--- src/hw/rtl/lmmbq_pkg.sv ---
package lmmbq_pkg;

    // Field widths of the channel words
    localparam int OP_W     = 3;
    localparam int KEY_W    = 16;
    localparam int VALUE_W  = 32;
    localparam int STATUS_W = 2;
    localparam int LCOUNT_W = 5;
    localparam int LSIZE_W  = 7;

    // Operation codes
    localparam logic [OP_W-1:0] OP_OPEN    = 3'd0;
    localparam logic [OP_W-1:0] OP_DISCARD = 3'd1;
    localparam logic [OP_W-1:0] OP_PUSH    = 3'd2;
    localparam logic [OP_W-1:0] OP_POP_MIN = 3'd3;
    localparam logic [OP_W-1:0] OP_POP_MAX = 3'd4;

    // Status codes
    localparam logic [STATUS_W-1:0] STATUS_OK       = 2'd0;
    localparam logic [STATUS_W-1:0] STATUS_NO_LAYER = 2'd1;
    localparam logic [STATUS_W-1:0] STATUS_EMPTY    = 2'd2;
    localparam logic [STATUS_W-1:0] STATUS_FULL     = 2'd3;

    typedef struct packed {
        logic [OP_W-1:0]    op;
        logic [KEY_W-1:0]   key;
        logic [VALUE_W-1:0] value_in;
    } in_word_t;

    typedef struct packed {
        logic [VALUE_W-1:0]  value_out;
        logic [STATUS_W-1:0] status;
        logic [LCOUNT_W-1:0] layer_count;
        logic [LSIZE_W-1:0]  top_layer_size;
    } out_word_t;

endpackage

--- src/hw/rtl/lmmbq_ram.sv ---
module lmmbq_ram #(
    parameter int DEPTH  = 64,
    parameter int WIDTH  = 48,
    parameter int ADDR_W = (DEPTH > 1) ? $clog2(DEPTH) : 1
) (
    input  logic              clk,
    input  logic              we,
    input  logic [ADDR_W-1:0] waddr,
    input  logic [WIDTH-1:0]  wdata,
    input  logic [ADDR_W-1:0] raddr,
    output logic [WIDTH-1:0]  rdata
);

    logic [WIDTH-1:0] mem [DEPTH];

    // Write one entry, read one entry with registered data
    always_ff @(posedge clk)
    begin
        if (we)
        begin
            mem[waddr] <= wdata;
        end
        rdata <= mem[raddr];
    end

endmodule

--- src/hw/rtl/layered_min_max_bucket_queue_core.sv ---
// Layered min/max bucket queue.
// Input channel: item_valid / item_stall / item carries one word (op, key, value_in).
// Output channel: result_valid / result_stall / result returns one word per input
// word (value_out, status, layer_count, top_layer_size), in order.
// Entries live in one flat memory of CAPACITY slots ordered by layer and push
// order; the base of each open layer sits in a second memory of MAX_LAYERS slots.
// Open, push, failed and unknown operations go straight to the done state; a
// discard that uncovers a lower layer first reads that layer's base from the
// base memory. A pop is set by the entry memory's single read port: one entry
// is scanned per cycle to find the extreme key of the top layer, then one entry
// per cycle above the removed one is moved down to close the gap. From the
// done state the result word is loaded into the output register.
// One word is worked on at a time; the next word is taken in the cycle after
// the previous result has been handed to the output register, so a new word is
// never taken before the last is through. A stalled result holds in the output
// register; a later finished result then waits and the input stays stalled.
// Reset empties the queue (no layers open, no entries) and clears result_valid;
// the memories are not cleared, since only written entries are ever used.
module layered_min_max_bucket_queue_core #(
    parameter int CAPACITY   = 64,
    parameter int MAX_LAYERS = 16,
    parameter int KEY_BITS   = 16,
    parameter int VALUE_BITS = 32
) (
    input  logic                 clk,
    input  logic                 rst_n,
    input  logic                 item_valid,
    output logic                 item_stall,
    input  lmmbq_pkg::in_word_t  item,
    output logic                 result_valid,
    input  logic                 result_stall,
    output lmmbq_pkg::out_word_t result
);

    import lmmbq_pkg::*;

    localparam int KW      = (KEY_BITS < KEY_W) ? KEY_BITS : KEY_W;
    localparam int VW      = (VALUE_BITS < VALUE_W) ? VALUE_BITS : VALUE_W;
    localparam int EW      = KW + VW;
    localparam int CNT_W   = $clog2(CAPACITY + 1);
    localparam int ADDR_W  = $clog2(CAPACITY);
    localparam int LAY_W   = $clog2(MAX_LAYERS + 1);
    localparam int LADDR_W = (MAX_LAYERS > 1) ? $clog2(MAX_LAYERS) : 1;

    localparam logic [2:0] S_IDLE   = 3'd0;
    localparam logic [2:0] S_SCAN   = 3'd1;
    localparam logic [2:0] S_SHIFT0 = 3'd2;
    localparam logic [2:0] S_SHIFT  = 3'd3;
    localparam logic [2:0] S_DISC   = 3'd4;
    localparam logic [2:0] S_DONE   = 3'd5;

    logic [2:0]        state_reg, state_next;
    logic [CNT_W-1:0]  count_reg, count_next;
    logic [LAY_W-1:0]  layers_reg, layers_next;
    logic [CNT_W-1:0]  top_base_reg, top_base_next;
    logic [CNT_W-1:0]  rd_idx_reg, rd_idx_next;
    logic [ADDR_W-1:0] cmp_idx_reg, cmp_idx_next;
    logic [ADDR_W-1:0] wr_idx_reg, wr_idx_next;
    logic [ADDR_W-1:0] best_idx_reg, best_idx_next;
    logic [KW-1:0]     best_key_reg, best_key_next;
    logic [VW-1:0]     best_val_reg, best_val_next;
    logic              first_reg, first_next;
    logic              want_max_reg, want_max_next;
    out_word_t         res_reg, res_next;
    out_word_t         result_reg;
    logic              result_valid_reg;

    logic              e_we;
    logic [ADDR_W-1:0] e_waddr, e_raddr;
    logic [EW-1:0]     e_wdata, e_rdata;
    logic              b_we;
    logic [LADDR_W-1:0] b_waddr, b_raddr;
    logic [CNT_W-1:0]  b_wdata, b_rdata;

    logic              accept;
    logic              out_free;
    logic              pop_fin;
    logic              take;
    logic [KW-1:0]     rd_key;
    logic [VW-1:0]     rd_val;
    logic [CNT_W-1:0]  best_ext;
    logic [LAY_W-1:0]  layers_m2;
    logic [LSIZE_W-1:0] size_now;

    lmmbq_ram #(
        .DEPTH  (CAPACITY),
        .WIDTH  (EW),
        .ADDR_W (ADDR_W)
    ) u_entry_ram (
        .clk   (clk),
        .we    (e_we),
        .waddr (e_waddr),
        .wdata (e_wdata),
        .raddr (e_raddr),
        .rdata (e_rdata)
    );

    lmmbq_ram #(
        .DEPTH  (MAX_LAYERS),
        .WIDTH  (CNT_W),
        .ADDR_W (LADDR_W)
    ) u_base_ram (
        .clk   (clk),
        .we    (b_we),
        .waddr (b_waddr),
        .wdata (b_wdata),
        .raddr (b_raddr),
        .rdata (b_rdata)
    );

    assign item_stall   = (state_reg != S_IDLE);
    assign accept       = item_valid && !item_stall;
    assign out_free     = !result_valid_reg || !result_stall;
    assign result_valid = result_valid_reg;
    assign result       = result_reg;

    assign rd_key    = e_rdata[EW-1:VW];
    assign rd_val    = e_rdata[VW-1:0];
    assign best_ext  = CNT_W'(best_idx_reg);
    assign layers_m2 = layers_reg - LAY_W'(2);
    assign size_now  = (layers_reg == '0) ? '0 : LSIZE_W'(count_reg - top_base_reg);

    // Keep the later entry on equal keys
    always_comb
    begin
        if (want_max_reg)
        begin
            take = first_reg || (rd_key >= best_key_reg);
        end
        else
        begin
            take = first_reg || (rd_key <= best_key_reg);
        end
    end

    // Sequence the operations over the two memories
    always_comb
    begin
        state_next    = state_reg;
        count_next    = count_reg;
        layers_next   = layers_reg;
        top_base_next = top_base_reg;
        rd_idx_next   = rd_idx_reg;
        cmp_idx_next  = cmp_idx_reg;
        wr_idx_next   = wr_idx_reg;
        best_idx_next = best_idx_reg;
        best_key_next = best_key_reg;
        best_val_next = best_val_reg;
        first_next    = first_reg;
        want_max_next = want_max_reg;
        res_next      = res_reg;
        pop_fin       = 1'b0;

        e_we    = 1'b0;
        e_waddr = count_reg[ADDR_W-1:0];
        e_wdata = {KW'(item.key), VW'(item.value_in)};
        e_raddr = rd_idx_reg[ADDR_W-1:0];
        b_we    = 1'b0;
        b_waddr = layers_reg[LADDR_W-1:0];
        b_wdata = count_reg;
        b_raddr = layers_m2[LADDR_W-1:0];

        unique case (state_reg)
            S_IDLE:
            begin
                if (accept)
                begin
                    res_next.value_out      = '0;
                    res_next.status         = STATUS_OK;
                    res_next.layer_count    = LCOUNT_W'(layers_reg);
                    res_next.top_layer_size = size_now;
                    state_next              = S_DONE;
                    unique case (item.op)
                        OP_OPEN:
                        begin
                            if (32'(layers_reg) >= MAX_LAYERS)
                            begin
                                res_next.status = STATUS_FULL;
                            end
                            else
                            begin
                                b_we                    = 1'b1;
                                top_base_next           = count_reg;
                                layers_next             = layers_reg + 1'b1;
                                res_next.layer_count    = LCOUNT_W'(layers_reg + 1'b1);
                                res_next.top_layer_size = '0;
                            end
                        end
                        OP_DISCARD:
                        begin
                            if (layers_reg == '0)
                            begin
                                res_next.status = STATUS_NO_LAYER;
                            end
                            else
                            begin
                                count_next           = top_base_reg;
                                layers_next          = layers_reg - 1'b1;
                                res_next.layer_count = LCOUNT_W'(layers_reg - 1'b1);
                                res_next.top_layer_size = '0;
                                if (layers_reg > LAY_W'(1))
                                begin
                                    state_next = S_DISC;
                                end
                            end
                        end
                        OP_PUSH:
                        begin
                            if (layers_reg == '0)
                            begin
                                res_next.status = STATUS_NO_LAYER;
                            end
                            else if (32'(count_reg) >= CAPACITY)
                            begin
                                res_next.status = STATUS_FULL;
                            end
                            else
                            begin
                                e_we       = 1'b1;
                                count_next = count_reg + 1'b1;
                                res_next.top_layer_size =
                                    LSIZE_W'(count_reg + 1'b1 - top_base_reg);
                            end
                        end
                        OP_POP_MIN, OP_POP_MAX:
                        begin
                            if (layers_reg == '0)
                            begin
                                res_next.status = STATUS_NO_LAYER;
                            end
                            else if (count_reg <= top_base_reg)
                            begin
                                res_next.status = STATUS_EMPTY;
                            end
                            else
                            begin
                                e_raddr       = top_base_reg[ADDR_W-1:0];
                                rd_idx_next   = top_base_reg + 1'b1;
                                cmp_idx_next  = top_base_reg[ADDR_W-1:0];
                                first_next    = 1'b1;
                                want_max_next = (item.op == OP_POP_MAX);
                                state_next    = S_SCAN;
                            end
                        end
                        default:
                        begin
                        end
                    endcase
                end
            end
            S_DISC:
            begin
                top_base_next           = b_rdata;
                res_next.top_layer_size = LSIZE_W'(top_base_reg - b_rdata);
                state_next              = S_DONE;
            end
            S_SCAN:
            begin
                // Compare the arriving entry, fetch the next
                if (take)
                begin
                    best_idx_next = cmp_idx_reg;
                    best_key_next = rd_key;
                    best_val_next = rd_val;
                end
                first_next   = 1'b0;
                cmp_idx_next = cmp_idx_reg + 1'b1;
                if (rd_idx_reg < count_reg)
                begin
                    rd_idx_next = rd_idx_reg + 1'b1;
                end
                if (CNT_W'(cmp_idx_reg) == count_reg - 1'b1)
                begin
                    state_next = S_SHIFT0;
                end
            end
            S_SHIFT0:
            begin
                if (best_ext + 1'b1 < count_reg)
                begin
                    e_raddr     = ADDR_W'(best_ext + 1'b1);
                    rd_idx_next = CNT_W'(best_ext + CNT_W'(2));
                    wr_idx_next = best_idx_reg;
                    state_next  = S_SHIFT;
                end
                else
                begin
                    pop_fin = 1'b1;
                end
            end
            S_SHIFT:
            begin
                // Move one entry down, fetch the one above it
                e_we    = 1'b1;
                e_waddr = wr_idx_reg;
                e_wdata = e_rdata;
                if (rd_idx_reg < count_reg)
                begin
                    rd_idx_next = rd_idx_reg + 1'b1;
                    wr_idx_next = wr_idx_reg + 1'b1;
                end
                else
                begin
                    pop_fin = 1'b1;
                end
            end
            S_DONE:
            begin
                if (out_free)
                begin
                    state_next = S_IDLE;
                end
            end
            default:
            begin
                state_next = S_IDLE;
            end
        endcase

        // Close a pop: drop one entry and report the removed value
        if (pop_fin)
        begin
            count_next              = count_reg - 1'b1;
            res_next.value_out      = VALUE_W'(best_val_reg);
            res_next.status         = STATUS_OK;
            res_next.layer_count    = LCOUNT_W'(layers_reg);
            res_next.top_layer_size = LSIZE_W'(count_reg - 1'b1 - top_base_reg);
            state_next              = S_DONE;
        end
    end

    // Advance control state
    always_ff @(posedge clk or negedge rst_n)
    begin
        if (!rst_n)
        begin
            state_reg        <= S_IDLE;
            count_reg        <= '0;
            layers_reg       <= '0;
            result_valid_reg <= 1'b0;
        end
        else
        begin
            state_reg  <= state_next;
            count_reg  <= count_next;
            layers_reg <= layers_next;
            if (state_reg == S_DONE && out_free)
            begin
                result_valid_reg <= 1'b1;
            end
            else if (!result_stall)
            begin
                result_valid_reg <= 1'b0;
            end
        end
    end

    // Hold working payload and the output word
    always_ff @(posedge clk)
    begin
        top_base_reg <= top_base_next;
        rd_idx_reg   <= rd_idx_next;
        cmp_idx_reg  <= cmp_idx_next;
        wr_idx_reg   <= wr_idx_next;
        best_idx_reg <= best_idx_next;
        best_key_reg <= best_key_next;
        best_val_reg <= best_val_next;
        first_reg    <= first_next;
        want_max_reg <= want_max_next;
        res_reg      <= res_next;
        if (state_reg == S_DONE && out_free)
        begin
            result_reg <= res_reg;
        end
    end

endmodule

--- config.mk ---
export PLATFORM = sky130hd
export DESIGN_NAME = layered_min_max_bucket_queue_core
export DESIGN_NICKNAME = d
export VERILOG_FILES = /design/src/hw/rtl/lmmbq_pkg.sv /design/src/hw/rtl/lmmbq_ram.sv /design/src/hw/rtl/layered_min_max_bucket_queue_core.sv
export SDC_FILE = /design/constraint.sdc
export NUM_CORES = 2
export LEC_CHECK = 0
export BUFFER_PORTS_ARGS = -buffer_cell sky130_fd_sc_hd__buf_2
export CORE_ASPECT_RATIO = 0.5
export CORE_UTILIZATION = 25
export DETAILED_ROUTE_END_ITERATION = 8
export GPL_TIMING_DRIVEN = 0
export PLACE_DENSITY = 0.38
export SETUP_SLACK_MARGIN = 0.05
export SYNTH_ARGS = -nofsm -noshare
export SYNTH_HDL_FRONTEND = slang
export SYNTH_SLANG_ARGS = --single-unit
--- constraint.sdc ---
create_clock -name clk -period 6 [get_ports clk]
set_clock_uncertainty 0.05 [all_clocks]
set_input_delay 0.9 -clock clk [delete_from_list [all_inputs] [get_ports clk]]
set_output_delay 0.9 -clock clk [all_outputs]
set_load 0.005 [all_outputs]
==> results.yml <==
grt:
  use_met1: 0.266
  grt_usage: 0.174
  grt_first_pass_wirelength_um: 638000
  grt-busiest-layer: "met1"
  grt_max_degree: 57
  met3_usage: 0.0212
  grtUsageMet2: 0.264
  overflow: 0
  antenna_found_initial: 27
  first_global_vias: 71581
min_path:
  min_from: "result_stall"
  hold_path.class: "input port to flip-flop"
worst_setup_path:
  worstPathArrival_ns: 6.56
  crit_required_ns: 6.71
  worstSetupPathType: "flip-flop to flip-flop"
  cp-end-kind: "flip-flop"
  worstSetupStartpointType: "flip-flop"
  crit_fanout: 10
  r2r-start: "layers_reg[1]"
  crit_start: "layers_reg[1]"
clocking:
  h-tree-depth: 5
  cts-root-buf: "clkbuf_16"
  cts-buffers-inserted: 358
  cts_tree: "done"
  clk_path_buf_depth: 4
  cts_sinks: 3429
  clock_latency_ns: 0.92
  path_clk_slew_ns: 0.07
synth:
  synth_edf_count: 3356
  avgSynthCellArea_sq_um: 18.0
  ys_ff_latch: 3429
  synth_area_sq_mm: 0.133
  synth_top_area_frac: 0.760
  synthCells: 7368
  synth_most_common_cell: "edfxtp_1"
  ys_async_sr_fraction: 0.00467
  yosysSeqAreaShare: 0.772
  synthTopCellsByArea: "edfxtp_1, mux2i_1, o22ai_1"
  synth_nets: 7493
  synthFlopType: "edfxtp_1"
  yosys.cell_types.count: 69
  yosys-top-cells-count: "edfxtp_1, mux2i_1, o22ai_1"
  synth_area_leader_cell: "edfxtp_1"
  ys_warn_count: 0
sta:
  tightest_slew_ns: 1.29
  fmax_mhz: 171
  finalWorstPathRequiredPeriod_ns: 5.85
  hold_viol: 0
  hold_slack_ns: 0.312
  relSlewSlack: 0.142
  rsz0062_at_grt: "true"
  setup_violations: 0
  fin_crit_sh: 0.974
  slew_violations: 0
cells_and_area:
  layout-drive-gt1-share: 0.172
  largest_reg_flops: 3072
  post-route-util: 0.303
  syn2layout_area_growth_pct: 20.4
  multiInputGateArea_sq_mm: 0.0294
  n_fill_cell: 51410
  final_area_sq_mm: 0.160
  top_register: "u_entry_ram.mem"
  fin_nets: 8175
  largestRegisters: "u_entry_ram.mem (3072), u_base_ram.mem (112), u_entry_ram.rdata (48)"
  seq_area_sq_mm: 0.102
drt:
  routed_wl_um: 478000
  num_vias: 72830
  drt_first_pass_iters: 6
  wl_per_cell_um: 31.1
  viasPerCell: 4.74
  drt.antenna.violating_nets: 0
  drc_errors: 0
  drt_iter0_drc: 7458
floorplanning:
  num_io_pins: 103
  die_x_um: 1030
  die_area_sq_mm: 0.533
  die_h_um: 517
  fp-row-count: 188
  initial_core_util: 0.252
  core-area_sq_mm: 0.526
placement:
  place_congestion: 0.772
  hpwl_um: 333000
  portBuffers: 102
  placedInstanceArea_sq_mm: 0.147
run:
  max_cap_viol_count: 0
power_and_ir_drop:
  p_per_area_mw_per_mm2: 503
  vdd_ir_drop_max_v: 0.000409
  leakagePower_uw: 0.0540
outcome:
  outcome: "finished, final reports clean"
## cell families (layout without fill, tap and decap cells)
group                      Yosys count  after routing  share of synthesized area
adders and majority gates           70             70                    0.00683
buffers and inverters              467           1435                     0.0162
DFF                               3429           3429                      0.772
muxes                             1575           1575                      0.122
AOI/OAI and AO/OA                 1065           1065                     0.0527
and+or+nand+nor                    696            696                     0.0259
xor gates and xnor gates            66             66                    0.00436
other                                0              8                          0
## what timing repair did
action	4_1_cts	5_1_grt
endpoints found under the setup margin	2321	47
hold buffers	1	0
endpoints found under the hold margin	16	0
buffers inserted	3	0
pin swaps	3	2
gates resized for setup	291	124
## routing by layer
metal,part of all wire,up-vias
met1,0.50,39138
met4,0.020,0
met5,0,-
met2,0.44,1953
met3,0.049,459
li1,-,31280
## report_power, final
group / switching, uW / internal, uW
Sequential: 758 / 29000
Combinational: 19400 / 8800
Clock: 9650 / 12600
## cells in the final DEF (no fill, tap or decap), types with 65 or more instances in the layout
cell,netlist,final
clkbuf_16,0,366
nand2_1,237,189
ha_1,66,66
nor2_4,1,65
edfxtp_1,3356,3356
o22ai_1,770,770
buf_12,0,198
clkbuf_1,159,148
buf_4,11,93
mux2i_1,1537,1537
nor4_1,196,136
buf_2,218,196
clkbuf_2,0,75
## per-stage QoR
step | setup TNS (ns) | worst slack [ns] | cells | power (uW)
floorplan | 0 | 0.589 | 7368 | 44400
CTS | 0 | 0.00514 | 15366 | 80900
global placement | - | -6.05 | 14500 | 57100
detailed placement | -511.64 | -2.20 | 14719 | 57800
finish | 0 | 0.155 | 15374 | 80200
global route | -0.000288 | -0.000288 | 15367 | 83000
## layout make-up
cell class,count,area share
buffer,413,0.0158
sequential,3429,0.641
multi-input combinational,3472,0.184
clock inverter,186,0.0108
tap,7030,0.0551
antenna,8,0.000125
clock buffer,460,0.0603
timing repair buffer,326,0.0314
inverter,50,0.00118
## worst max-delay path: stages, from the launching register on
cell and delay (ns):
dfrtp_1 0.42, clkbuf_2 0.27, buf_2 0.33, inv_1 0.21, ha_1 0.30, nor3b_2 0.20
nor2b_1 0.14, buf_2 0.19, nor2_4 0.26, and3_4 0.28, buf_6 0.18, a221o_1 0.50
or3_1 0.18, clkbuf_1 0.17, buf_4 0.34, buf_2 0.46, o22ai_1 0.21, nor4_2 0.41
o22a_1 0.39, o221ai_1 0.18
## final timing paths
check	end	slack (ns)	cells after the start
max in group asynchronous	b_wdata[2]	5.10	2
max	u_entry_ram.rdata[44]	0.15	19
max reg2reg	u_entry_ram.rdata[44]	0.15	19
min reg2reg	result[38]	0.36	0
min	result_valid	0.31	3
min in group asynchronous	layers_reg[2]	0.44	2
No activity file was read; power rests on OpenSTA's default activity.
